<file path="config.mk">
export PLATFORM = sky130hd
export DESIGN_NAME = cram_block_video_decoder
export DESIGN_NICKNAME = d
export VERILOG_FILES = /design/src/design/cbvd_pkg.sv /design/src/design/cbvd_front.sv /design/src/design/cbvd_queue.sv /design/src/design/cbvd_back.sv /design/src/design/cram_block_video_decoder.sv
export SDC_FILE = /design/constraint.sdc
export NUM_CORES = 1
export LEC_CHECK = 0
export BUFFER_PORTS_ARGS = -buffer_cell sky130_fd_sc_hd__buf_2
export CAP_MARGIN = 10
export CORE_MARGIN = 4
export CORE_UTILIZATION = 45
export DETAILED_ROUTE_END_ITERATION = 6
export GPL_TIMING_DRIVEN = 0
export SLEW_MARGIN = 15
export SYNTH_ARGS = -nofsm -noshare
export SYNTH_HDL_FRONTEND = slang
export SYNTH_SLANG_ARGS = --single-unit
</file>
<file path="constraint.sdc">
create_clock -name clk_i -period 20.1 [get_ports clk_i]
set_input_delay 2.01 -clock clk_i [delete_from_list [all_inputs] [get_ports clk_i]]
set_output_delay 2.01 -clock clk_i [all_outputs]
set_load 0.05 [all_outputs]
</file>
<file path="src/design/cbvd_pkg.sv">
// Shared types, constants and colour conversion for the block video decoder.
// Used by every module of the design; depends on nothing else.
package cbvd_pkg;

  localparam int unsigned MaxWidth  = 1024;
  localparam int unsigned MaxHeight = 1024;

  // Grid sizes need one bit more than a block column or row index.
  localparam int unsigned GridW = $clog2(MaxWidth / 4 + 1);

  localparam logic [1:0] REG_FRAME_WIDTH  = 2'd0;
  localparam logic [1:0] REG_FRAME_HEIGHT = 2'd1;
  localparam logic [1:0] REG_OUT_FORMAT   = 2'd2;

  localparam logic [10:0] WIDTH_RST  = 11'd320;
  localparam logic [10:0] HEIGHT_RST = 11'd240;

  localparam logic [15:0] SKIP_MASK = 16'hFC00;
  localparam logic [15:0] SKIP_CODE = 16'h8400;

  // Front end parse phases.
  localparam logic [2:0] PH_OPCODE = 3'd0;
  localparam logic [2:0] PH_COLOR0 = 3'd1;
  localparam logic [2:0] PH_PAIR   = 3'd2;
  localparam logic [2:0] PH_QUAD   = 3'd3;

  // One decoded block, ready to be expanded into four pixel rows.
  typedef struct packed {
    logic [7:0]       col;
    logic [7:0]       row_base;  // frame row of the block divided by four
    logic             quad;
    logic [15:0]      mask;
    logic [7:0][14:0] colors;
  } desc_t;

  typedef struct packed {
    logic full;
    logic empty;
  } fifo_stat_t;

  function automatic logic [31:0] conv_color(input logic fmt, input logic [14:0] c);
    logic [31:0] r;
    if (fmt) begin
      r = {17'd0, c[4:0], c[9:5], c[14:10]};
    end else begin
      r = {8'hFF, c[14:10], 3'd0, c[9:5], 3'd0, c[4:0], 3'd0};
    end
    return r;
  endfunction

endpackage

</file>
<file path="src/design/cbvd_front.sv">
// Front end: parses stream words, keeps the block position and colour store,
// and pushes decoded block descriptors into the queue. Depends on cbvd_pkg.
module cbvd_front (
  input  logic                     clk_i,
  input  logic                     rst_ni,
  input  logic                     in_valid_i,
  output logic                     in_ready_o,
  input  logic                     cmd_i,
  input  logic [15:0]              word_i,
  input  logic [cbvd_pkg::GridW-1:0] cols_i,
  input  logic [cbvd_pkg::GridW-1:0] rows_i,
  input  cbvd_pkg::fifo_stat_t     q_stat_i,
  output logic                     push_o,
  output cbvd_pkg::desc_t          desc_o
);
  import cbvd_pkg::*;

  logic [2:0]       phase_q, phase_d;
  logic [15:0]      mask_q, mask_d;
  logic [7:0][14:0] colors_q, colors_d;
  logic [3:0]       need_q, need_d;
  logic [7:0]       col_q, col_d;
  logic [7:0]       row_q, row_d;
  logic             done_q, done_d;
  logic             skip_q, skip_d;
  logic [10:0]      bx_q, bx_d;

  logic             accept;
  logic             invalid;
  logic             quad;
  logic [3:0]       total;
  logic [3:0]       need_fix;
  logic [3:0]       need_dec;
  logic [2:0]       cidx;
  logic [GridW-1:0] col_inc;
  logic [GridW-1:0] row_inc;
  logic [GridW-1:0] row_diff;

  assign in_ready_o = !skip_q && !q_stat_i.full;
  assign accept     = in_valid_i && in_ready_o;
  assign invalid    = (cols_i == '0) || (rows_i == '0) || done_q ||
                      ({1'b0, col_q} >= cols_i) || ({1'b0, row_q} >= rows_i);

  assign quad     = (phase_q == PH_QUAD);
  assign total    = quad ? 4'd8 : 4'd2;
  assign need_fix = ((need_q == 4'd0) || (need_q >= total)) ? total - 4'd1 : need_q;
  assign need_dec = need_fix - 4'd1;
  assign cidx     = 3'(total - need_fix);
  assign col_inc  = {1'b0, col_q} + GridW'(1);
  assign row_inc  = {1'b0, row_q} + GridW'(1);
  assign row_diff = rows_i - GridW'(1) - {1'b0, row_q};

  always_comb begin
    phase_d  = phase_q;
    mask_d   = mask_q;
    colors_d = colors_q;
    need_d   = need_q;
    col_d    = col_q;
    row_d    = row_q;
    done_d   = done_q;
    skip_d   = skip_q;
    bx_d     = bx_q;
    push_o   = 1'b0;
    desc_o.col      = col_q;
    desc_o.row_base = row_diff[7:0];
    desc_o.quad     = quad;
    desc_o.mask     = mask_q;
    desc_o.colors   = colors_q;

    if (skip_q) begin
      // One wrap per cycle until the target column lies inside the row or the frame ends.
      if ({2'b00, cols_i} <= bx_q) begin
        bx_d = bx_q - {2'b00, cols_i};
        if (row_inc >= rows_i) begin
          done_d = 1'b1;
          col_d  = '0;
          row_d  = '0;
          skip_d = 1'b0;
        end else begin
          row_d = row_inc[7:0];
        end
      end else begin
        col_d  = bx_q[7:0];
        skip_d = 1'b0;
      end
    end else if (accept) begin
      if (cmd_i) begin
        phase_d = PH_OPCODE;
        need_d  = '0;
        col_d   = '0;
        row_d   = '0;
        done_d  = 1'b0;
      end else if (invalid) begin
        done_d  = 1'b1;
        phase_d = PH_OPCODE;
        need_d  = '0;
      end else begin
        unique case (phase_q)
          PH_COLOR0: begin
            colors_d[0] = word_i[14:0];
            need_d      = word_i[15] ? 4'd7 : 4'd1;
            phase_d     = word_i[15] ? PH_QUAD : PH_PAIR;
          end
          PH_PAIR, PH_QUAD: begin
            colors_d[cidx] = word_i[14:0];
            need_d         = need_dec;
            if (need_dec == 4'd0) begin
              push_o        = 1'b1;
              desc_o.colors = colors_d;
              phase_d       = PH_OPCODE;
            end
          end
          default: begin
            phase_d = PH_OPCODE;
            if (word_i[15]) begin
              if ((word_i & SKIP_MASK) == SKIP_CODE) begin
                skip_d = 1'b1;
                bx_d   = {3'b000, col_q} + {1'b0, word_i[9:0]};
              end else begin
                push_o        = 1'b1;
                desc_o.quad   = 1'b0;
                desc_o.mask   = '1;
                desc_o.colors = {8{word_i[14:0]}};
              end
            end else begin
              mask_d  = word_i;
              phase_d = PH_COLOR0;
            end
          end
        endcase
        // A finished block moves the position on by one block.
        if (push_o) begin
          if (col_inc >= cols_i) begin
            col_d = '0;
            if (row_inc >= rows_i) begin
              done_d = 1'b1;
              row_d  = '0;
            end else begin
              row_d = row_inc[7:0];
            end
          end else begin
            col_d = col_inc[7:0];
          end
        end
      end
    end
  end

  always_ff @(posedge clk_i or negedge rst_ni) begin
    if (!rst_ni) begin
      phase_q <= PH_OPCODE;
      mask_q  <= '0;
      need_q  <= '0;
      col_q   <= '0;
      row_q   <= '0;
      done_q  <= 1'b0;
      skip_q  <= 1'b0;
      bx_q    <= '0;
    end else begin
      phase_q <= phase_d;
      mask_q  <= mask_d;
      need_q  <= need_d;
      col_q   <= col_d;
      row_q   <= row_d;
      done_q  <= done_d;
      skip_q  <= skip_d;
      bx_q    <= bx_d;
    end
  end

  always_ff @(posedge clk_i) begin
    colors_q <= colors_d;
  end

  a_push_space: assert property (@(posedge clk_i) disable iff (!rst_ni)
    push_o |-> !q_stat_i.full)
    else $error("block pushed into a full queue");

  a_skip_start: assert property (@(posedge clk_i) disable iff (!rst_ni)
    $rose(skip_q) |-> $past(accept && !cmd_i && word_i[15]))
    else $error("skip started without a skip word");

  a_skip_stall: assert property (@(posedge clk_i) disable iff (!rst_ni)
    skip_q |-> !push_o && (phase_q == PH_OPCODE))
    else $error("block decoded during a skip");

endmodule

</file>
<file path="src/design/cbvd_queue.sv">
// Two-entry queue of block descriptors between the parser and the row emitter.
// Depends on cbvd_pkg for the descriptor type.
module cbvd_queue (
  input  logic                 clk_i,
  input  logic                 rst_ni,
  input  logic                 push_i,
  input  cbvd_pkg::desc_t      desc_i,
  input  logic                 pop_i,
  output cbvd_pkg::desc_t      head_o,
  output cbvd_pkg::fifo_stat_t stat_o
);
  import cbvd_pkg::*;

  desc_t      mem_q [2];
  logic       wr_q, rd_q;
  logic [1:0] cnt_q, cnt_d;

  assign stat_o.full  = (cnt_q == 2'd2);
  assign stat_o.empty = (cnt_q == 2'd0);
  assign head_o       = mem_q[rd_q];

  always_comb begin
    cnt_d = cnt_q;
    if (push_i && !pop_i) begin
      cnt_d = cnt_q + 2'd1;
    end else if (pop_i && !push_i) begin
      cnt_d = cnt_q - 2'd1;
    end
  end

  always_ff @(posedge clk_i or negedge rst_ni) begin
    if (!rst_ni) begin
      wr_q  <= 1'b0;
      rd_q  <= 1'b0;
      cnt_q <= '0;
    end else begin
      if (push_i) begin
        wr_q <= !wr_q;
      end
      if (pop_i) begin
        rd_q <= !rd_q;
      end
      cnt_q <= cnt_d;
    end
  end

  always_ff @(posedge clk_i) begin
    if (push_i) begin
      mem_q[wr_q] <= desc_i;
    end
  end

  a_no_underflow: assert property (@(posedge clk_i) disable iff (!rst_ni)
    pop_i |-> !stat_o.empty)
    else $error("pop from an empty block queue");

  a_count_range: assert property (@(posedge clk_i) disable iff (!rst_ni)
    cnt_q != 2'd3)
    else $error("block queue count out of range");

  a_ptr_match: assert property (@(posedge clk_i) disable iff (!rst_ni)
    (cnt_q == 2'd0 || cnt_q == 2'd2) |-> (wr_q == rd_q))
    else $error("block queue pointers disagree with count");

endmodule

</file>
<file path="src/design/cbvd_back.sv">
// Row emitter: expands each queued block into four pixel rows and holds
// them in an output register. Depends on cbvd_pkg.
module cbvd_back (
  input  logic                 clk_i,
  input  logic                 rst_ni,
  input  cbvd_pkg::desc_t      head_i,
  input  cbvd_pkg::fifo_stat_t q_stat_i,
  output logic                 pop_o,
  input  logic                 out_format_i,
  output logic                 out_valid_o,
  input  logic                 out_ready_i,
  output logic [7:0]           block_col_o,
  output logic [9:0]           pixel_row_o,
  output logic [31:0]          pix0_o,
  output logic [31:0]          pix1_o,
  output logic [31:0]          pix2_o,
  output logic [31:0]          pix3_o,
  output logic                 block_end_o
);
  import cbvd_pkg::*;

  logic [1:0]       k_q;
  logic             valid_q;
  logic             adv;
  logic [3:0][31:0] pix_d;
  logic [3:0][31:0] pix_q;
  logic [7:0]       col_q;
  logic [9:0]       prow_q;
  logic             end_q;

  assign adv   = !q_stat_i.empty && (!valid_q || out_ready_i);
  assign pop_o = adv && (k_q == 2'd3);

  // In a quadrant block each pixel picks its pair by quadrant; then the colour by its mask bit.
  always_comb begin
    logic       bit_sel;
    logic [2:0] idx;
    for (int i = 0; i < 4; i++) begin
      bit_sel  = head_i.mask[{k_q, 2'(i)}];
      idx      = head_i.quad ? {k_q[1], (i >= 2), !bit_sel} : {2'b00, !bit_sel};
      pix_d[i] = conv_color(out_format_i, head_i.colors[idx]);
    end
  end

  always_ff @(posedge clk_i or negedge rst_ni) begin
    if (!rst_ni) begin
      k_q     <= '0;
      valid_q <= 1'b0;
    end else begin
      if (adv) begin
        k_q     <= k_q + 2'd1;
        valid_q <= 1'b1;
      end else if (out_ready_i) begin
        valid_q <= 1'b0;
      end
    end
  end

  always_ff @(posedge clk_i) begin
    if (adv) begin
      pix_q  <= pix_d;
      col_q  <= head_i.col;
      prow_q <= {head_i.row_base, ~k_q};
      end_q  <= (k_q == 2'd3);
    end
  end

  assign out_valid_o = valid_q;
  assign block_col_o = col_q;
  assign pixel_row_o = prow_q;
  assign pix0_o      = pix_q[0];
  assign pix1_o      = pix_q[1];
  assign pix2_o      = pix_q[2];
  assign pix3_o      = pix_q[3];
  assign block_end_o = end_q;

  a_row_order: assert property (@(posedge clk_i) disable iff (!rst_ni)
    adv |=> valid_q && (end_q == ($past(k_q) == 2'd3)))
    else $error("block end flag out of step with row count");

  a_block_whole: assert property (@(posedge clk_i) disable iff (!rst_ni)
    (k_q != 2'd0) |-> !q_stat_i.empty)
    else $error("block queue emptied in the middle of a block");

  a_row_step: assert property (@(posedge clk_i) disable iff (!rst_ni)
    (adv && (k_q != 2'd0)) |=> (pixel_row_o == $past(prow_q) - 10'd1))
    else $error("pixel rows of a block not consecutive");

endmodule

</file>
<file path="src/design/cram_block_video_decoder.sv">
// Top level of the 16-bit block video decoder: configuration registers,
// parser front end, block queue and row emitter. Depends on cbvd_pkg.
//
//   channel | direction | handshake              | payload
//   --------+-----------+------------------------+-----------------------------------
//   in      | input     | in_valid_i/in_ready_o  | cmd_i, word_i
//   out     | output    | out_valid_o/out_ready_i| block_col_o, pixel_row_o,
//           |           |                        | pix0_o..pix3_o, block_end_o
//   cfg     | input     | cfg_valid_i/cfg_ready_o| cfg_index_i, cfg_data_i
//
// A word is accepted whenever no skip is in progress and the queue has room;
// a block is ready after its last word (one word for a fill, three or nine for
// a masked block). The row emitter sends one row a cycle while the receiver is ready,
// so a block occupies the output for four beats; a two-block queue lets the parser
// run ahead while rows drain, and the input waits while both entries are held.
// A skip word holds the input, one row wrap per cycle, until the target column lies
// inside a row or the frame ends. Reset is asynchronous and needs no clearing pass.
module cram_block_video_decoder (
  input  logic        clk_i,
  input  logic        rst_ni,
  input  logic        in_valid_i,
  output logic        in_ready_o,
  input  logic        cmd_i,
  input  logic [15:0] word_i,
  output logic        out_valid_o,
  input  logic        out_ready_i,
  output logic [7:0]  block_col_o,
  output logic [9:0]  pixel_row_o,
  output logic [31:0] pix0_o,
  output logic [31:0] pix1_o,
  output logic [31:0] pix2_o,
  output logic [31:0] pix3_o,
  output logic        block_end_o,
  input  logic        cfg_valid_i,
  output logic        cfg_ready_o,
  input  logic [1:0]  cfg_index_i,
  input  logic [10:0] cfg_data_i
);
  import cbvd_pkg::*;

  logic [10:0]      width_q;
  logic [10:0]      height_q;
  logic             fmt_q;
  logic [10:0]      width_sat;
  logic [10:0]      height_sat;
  logic [GridW-1:0] cols;
  logic [GridW-1:0] rows;
  logic             push;
  logic             pop;
  desc_t            desc;
  desc_t            head;
  fifo_stat_t       q_stat;

  assign cfg_ready_o = 1'b1;

  always_ff @(posedge clk_i or negedge rst_ni) begin
    if (!rst_ni) begin
      width_q  <= WIDTH_RST;
      height_q <= HEIGHT_RST;
      fmt_q    <= 1'b0;
    end else if (cfg_valid_i) begin
      unique case (cfg_index_i)
        REG_FRAME_WIDTH:  width_q  <= cfg_data_i;
        REG_FRAME_HEIGHT: height_q <= cfg_data_i;
        REG_OUT_FORMAT:   fmt_q    <= cfg_data_i[0];
        default: ;
      endcase
    end
  end

  // Frame sizes saturate at the largest supported frame before the grid is derived.
  assign width_sat  = (width_q > 11'(MaxWidth)) ? 11'(MaxWidth) : width_q;
  assign height_sat = (height_q > 11'(MaxHeight)) ? 11'(MaxHeight) : height_q;
  assign cols       = width_sat[GridW+1:2];
  assign rows       = height_sat[GridW+1:2];

  cbvd_front u_front (
    .clk_i      (clk_i),
    .rst_ni     (rst_ni),
    .in_valid_i (in_valid_i),
    .in_ready_o (in_ready_o),
    .cmd_i      (cmd_i),
    .word_i     (word_i),
    .cols_i     (cols),
    .rows_i     (rows),
    .q_stat_i   (q_stat),
    .push_o     (push),
    .desc_o     (desc)
  );

  cbvd_queue u_queue (
    .clk_i  (clk_i),
    .rst_ni (rst_ni),
    .push_i (push),
    .desc_i (desc),
    .pop_i  (pop),
    .head_o (head),
    .stat_o (q_stat)
  );

  cbvd_back u_back (
    .clk_i        (clk_i),
    .rst_ni       (rst_ni),
    .head_i       (head),
    .q_stat_i     (q_stat),
    .pop_o        (pop),
    .out_format_i (fmt_q),
    .out_valid_o  (out_valid_o),
    .out_ready_i  (out_ready_i),
    .block_col_o  (block_col_o),
    .pixel_row_o  (pixel_row_o),
    .pix0_o       (pix0_o),
    .pix1_o       (pix1_o),
    .pix2_o       (pix2_o),
    .pix3_o       (pix3_o),
    .block_end_o  (block_end_o)
  );

endmodule

</file>
==> results by group <==
CTS
  – Clk buf depth: 3
  – CTS buffer count: 66
  – CTS HTree Levels: 3
  – Hold Buf Count CTS: 0
  – Num Clock Sinks: 606
  – CTS tree: built
  – Clk root buf: clkbuf_16
  – Postcts setup bufs: 0
  – Clk pin slew, worst setup/hold paths: 0.06 ns
  – Post-CTS Resized: 0
  – Skew-Pair Late Insertion Delay: 0.63 ns

Pwr
  – Leakage power: 12.8 nW
  – VDD IR max: 0.0881 mV
  – Power Dens Cells: 159 nW/um^2
  – Power Total: 5.41 mW

STA
  – Worst Tran Pin Value: 0.939 ns
  – Period utilisation layout: 25.5%
  – RSZ-0062 raised after global routing: false
  – Fmax: 0.195 GHz
  – Tmin final: 5.13 ns
  – Hold_ws: 0.498 ns
  – Clock Skew: 0.0360 ns
  – Final Hold Viols: 0
  – Slew Viols, Final: 0
  – Final setup viols: 0
  – Max_slew headroom: 35.6%
  – Final setup TNS: 0 ns

Global route
  – Vias in the first global route: 18800
  – Grt ovf: 0
  – All-Layer GR Usage: 23.0%
  – Largest net degree at the start of global routing: 52
  – Initial antenna violation count: 2
  – First-pass GRT wire length: 121 mm

Detailed routing
  – Wire per inst: 24.4 um
  – Routed vias/inst: 5.64
  – Post-Route WL: 81.3 mm
  – DRC viols: 0
  – 1st-iter DRT viols: 1426
  – Routed via count: 18800
  – Routed Antenna Nets: 0
  – First-pass DRT Iterations: 7

Critical path
  – Req. time, crit path: 20.38 ns
  – Critical path launch point: word_i[12]
  – Crit-path cells: clkbuf_1, nor4b_1, nand2b_1, nand2_1, a222oi_1, nand3_1, inv_1, and2_4, buf_12, buf_16
  – Crit path DAT: 5.41 ns
  – CP delay by family, top: simple AND/OR/NAND/NOR gates
  – Crit Path Max Fanout: 51
  – CP Buf/Inv Count: 4
  – Crit path kind: in -> reg
  – Start of the worst register-to-register path: u_front.phase_q[1]
  – Highest cell delay on the worst timing path: 0.58 ns
  – CP max stage cell: a222oi_1
  – Crit end category: flip-flop
  – Startpoint types: primary input

Synth
  – Dominant synthesized flop cell: edfxtp_1
  – Leading area contributor after synthesis: edfxtp_1
  – Synth Register Bits: 606
  – Post-synthesis async set-or-reset flop share: 12.5%
  – Mapped Cells: 2159
  – Post-synthesis cell area: 29500 sq um
  – Syn avg cell area: 13.7 sq um
  – Synth top area cells: edfxtp_1 54%, mux2_2 8.2%, dfrtp_1 5.9%
  – Synth warn: 0
  – Register area share after synthesis: 60.4%
  – EDFF count, synth: 530
  – Distinct cells, synth: 87
  – Post-synth top area share: 54.0%

Layout
  – Leading cell type in the layout, fill and taps excluded: edfxtp_1
  – Ant. Diodes: 0
  – Register area: 17800 sq um
  – # fillers: 5553
  – Final layout net count: 2527
  – Area of the multi-input gates: 10600 sq um
  – Fin area: 34100 sq um
  – Layout area overhead: 15.6%
  – Non-filler cells, final: 3333
  – Share of layout cells above drive strength 1: 27.0%
  – Most frequent cells in the layout: 530 x edfxtp_1, 215 x mux2_2, 189 x buf_2

Placed design
  – Placer's final routability congestion estimate: 0.882
  – DP Cell Count: 3211
  – DP HPWL: 61.5 mm
  – Number of port buffers: 166
  – Placed Area: 31900 sq um

Floorplan
  – Die width: 264 um
  – Total die area: 69700 sq um
  – Initial Utilization: 45.6%
  – Die H: 264 um
  – I/O pins: 185
  – Row Count: 93
  – Core area: 64700 sq um

Worst hold path
  – Hold Crit Class: reg -> reg
  – Hold Crit Start: u_front.mask_q[5]

Run status
  – Outcome: finished clean

Run
  – Max_cap viols: 0
per-stage QoR:
stage	worst slack, ns	utilization, %
2_1_floorplan	9.79	-
3_3_place_gp	4.60	48.6
3_5_place_dp	14.34	49.4
4_1_cts	14.99	52.7
5_1_grt	14.75	52.7
6_report	14.97	52.7
synthesized netlist by cell type, types with 7 or more instances:
| cell type | n |
|---|---|
| buf_4 | 52 |
| mux2_2 | 215 |
| xnor2_1 | 27 |
| nor2b_1 | 8 |
| or2_2 | 19 |
| inv_1 | 78 |
| nand2_1 | 138 |
| ha_1 | 65 |
| o21a_1 | 11 |
| mux2_1 | 31 |
| and3_1 | 7 |
| o2bb2ai_1 | 10 |
| a31oi_1 | 14 |
| nand3_1 | 19 |
| a211oi_1 | 29 |
| o21ai_1 | 7 |
| mux4_2 | 38 |
| a21oi_1 | 93 |
| nand2b_1 | 9 |
| o22ai_1 | 7 |
| o21ai_0 | 115 |
| xor2_1 | 10 |
| mux2i_1 | 90 |
| nor3_1 | 14 |
| buf_2 | 24 |
| o211ai_1 | 29 |
| a22o_1 | 30 |
| edfxtp_1 | 530 |
| nor2_1 | 109 |
| and2_1 | 34 |
| dfrtp_1 | 70 |
| a21o_1 | 25 |
| clkbuf_1 | 79 |
final timing paths:
| check | end | slack, ns | depth (start not counted) |
|---|---|---|---|
| max in group asynchronous | width_q[6] | 18.03 | 2 |
| setup / recovery | u_queue.mem_q[1][86] | 14.97 | 10 |
| hold / removal | u_front.mask_q[5] | 0.50 | 1 |
| hold reg to reg | u_front.mask_q[5] | 0.50 | 1 |
| setup reg to reg | u_queue.mem_q[1][112] | 15.35 | 15 |
| min in group asynchronous | u_front.bx_q[10] | 1.39 | 1 |
final cells by class:
| class | count | area share, % |
|---|---|---|
| clock buffers | 89 | 5.25 |
| well taps | 855 | 3.14 |
| flip-flops and latches | 606 | 52.3 |
| repair buffers | 186 | 3.86 |
| plain buffers | 163 | 2.50 |
| multi-input cells | 1320 | 31.1 |
| clock inverters | 33 | 1.02 |
| inverters | 81 | 0.892 |
power breakdown:
group,leakage (nW),switching [mW],internal (mW)
logic,5.94,1.61,0.787
clock network,1.04,0.506,0.687
registers,5.80,0.106,1.72
total,12.8,2.22,3.19
cells by family (layout without fill, tap and decap cells):
logic type | count (synthesis) | after routing | synth area share [%]
fa+ha+maj | 68 | 68 | 2.96
xor+xnor | 37 | 37 | 1.10
other cells | 2 | 13 | 0.0255
simple gates | 401 | 401 | 6.57
buf+inv | 244 | 552 | 3.92
mux | 374 | 374 | 15.4
flops | 606 | 606 | 60.4
compound gates | 427 | 427 | 9.62
state kept, by name, indices dropped and copies added (netlist names), 2 cells and up:
signal and cells:
height_q 9, u_back.block_col_o 8, u_back.k_q 2, u_back.pix0_o 21, u_back.pix1_o 21, u_back.pix2_o 21
u_back.pix3_o 22, u_back.pixel_row_o 10, u_front.bx_q 11, u_front.col_q 8, u_front.colors_q 120, u_front.mask_q 15
u_front.need_q 4, u_front.phase_q 2, u_front.row_q 8, u_queue.cnt_q 2, u_queue.mem_q 306, width_q 9
metal layers:
layer	vias up	routed length [um]	track usage (%)
met1	9458	34400	30.4
li1	8661	-	-
met2	541	40300	39.5
met3	135	4080	3.50
met5	-	7	0
met4	2	2430	6.91
worst register-to-register path, stage by stage, from the launching register on:
cell and delay [ns]:
dfrtp_1 0.31, buf_2 0.21, nand2_1 0.20, ha_1 0.33, nor2b_1 0.14, o21ai_0 0.25
nand2_1 0.27, inv_1 0.24, ha_1 0.22, or3_1 0.14, nor3_2 0.07, o41ai_4 0.78
nor2_1 0.21, o211ai_2 0.33, buf_2 0.36, mux2_2 0.43
Power figures use the tool's default switching activity.
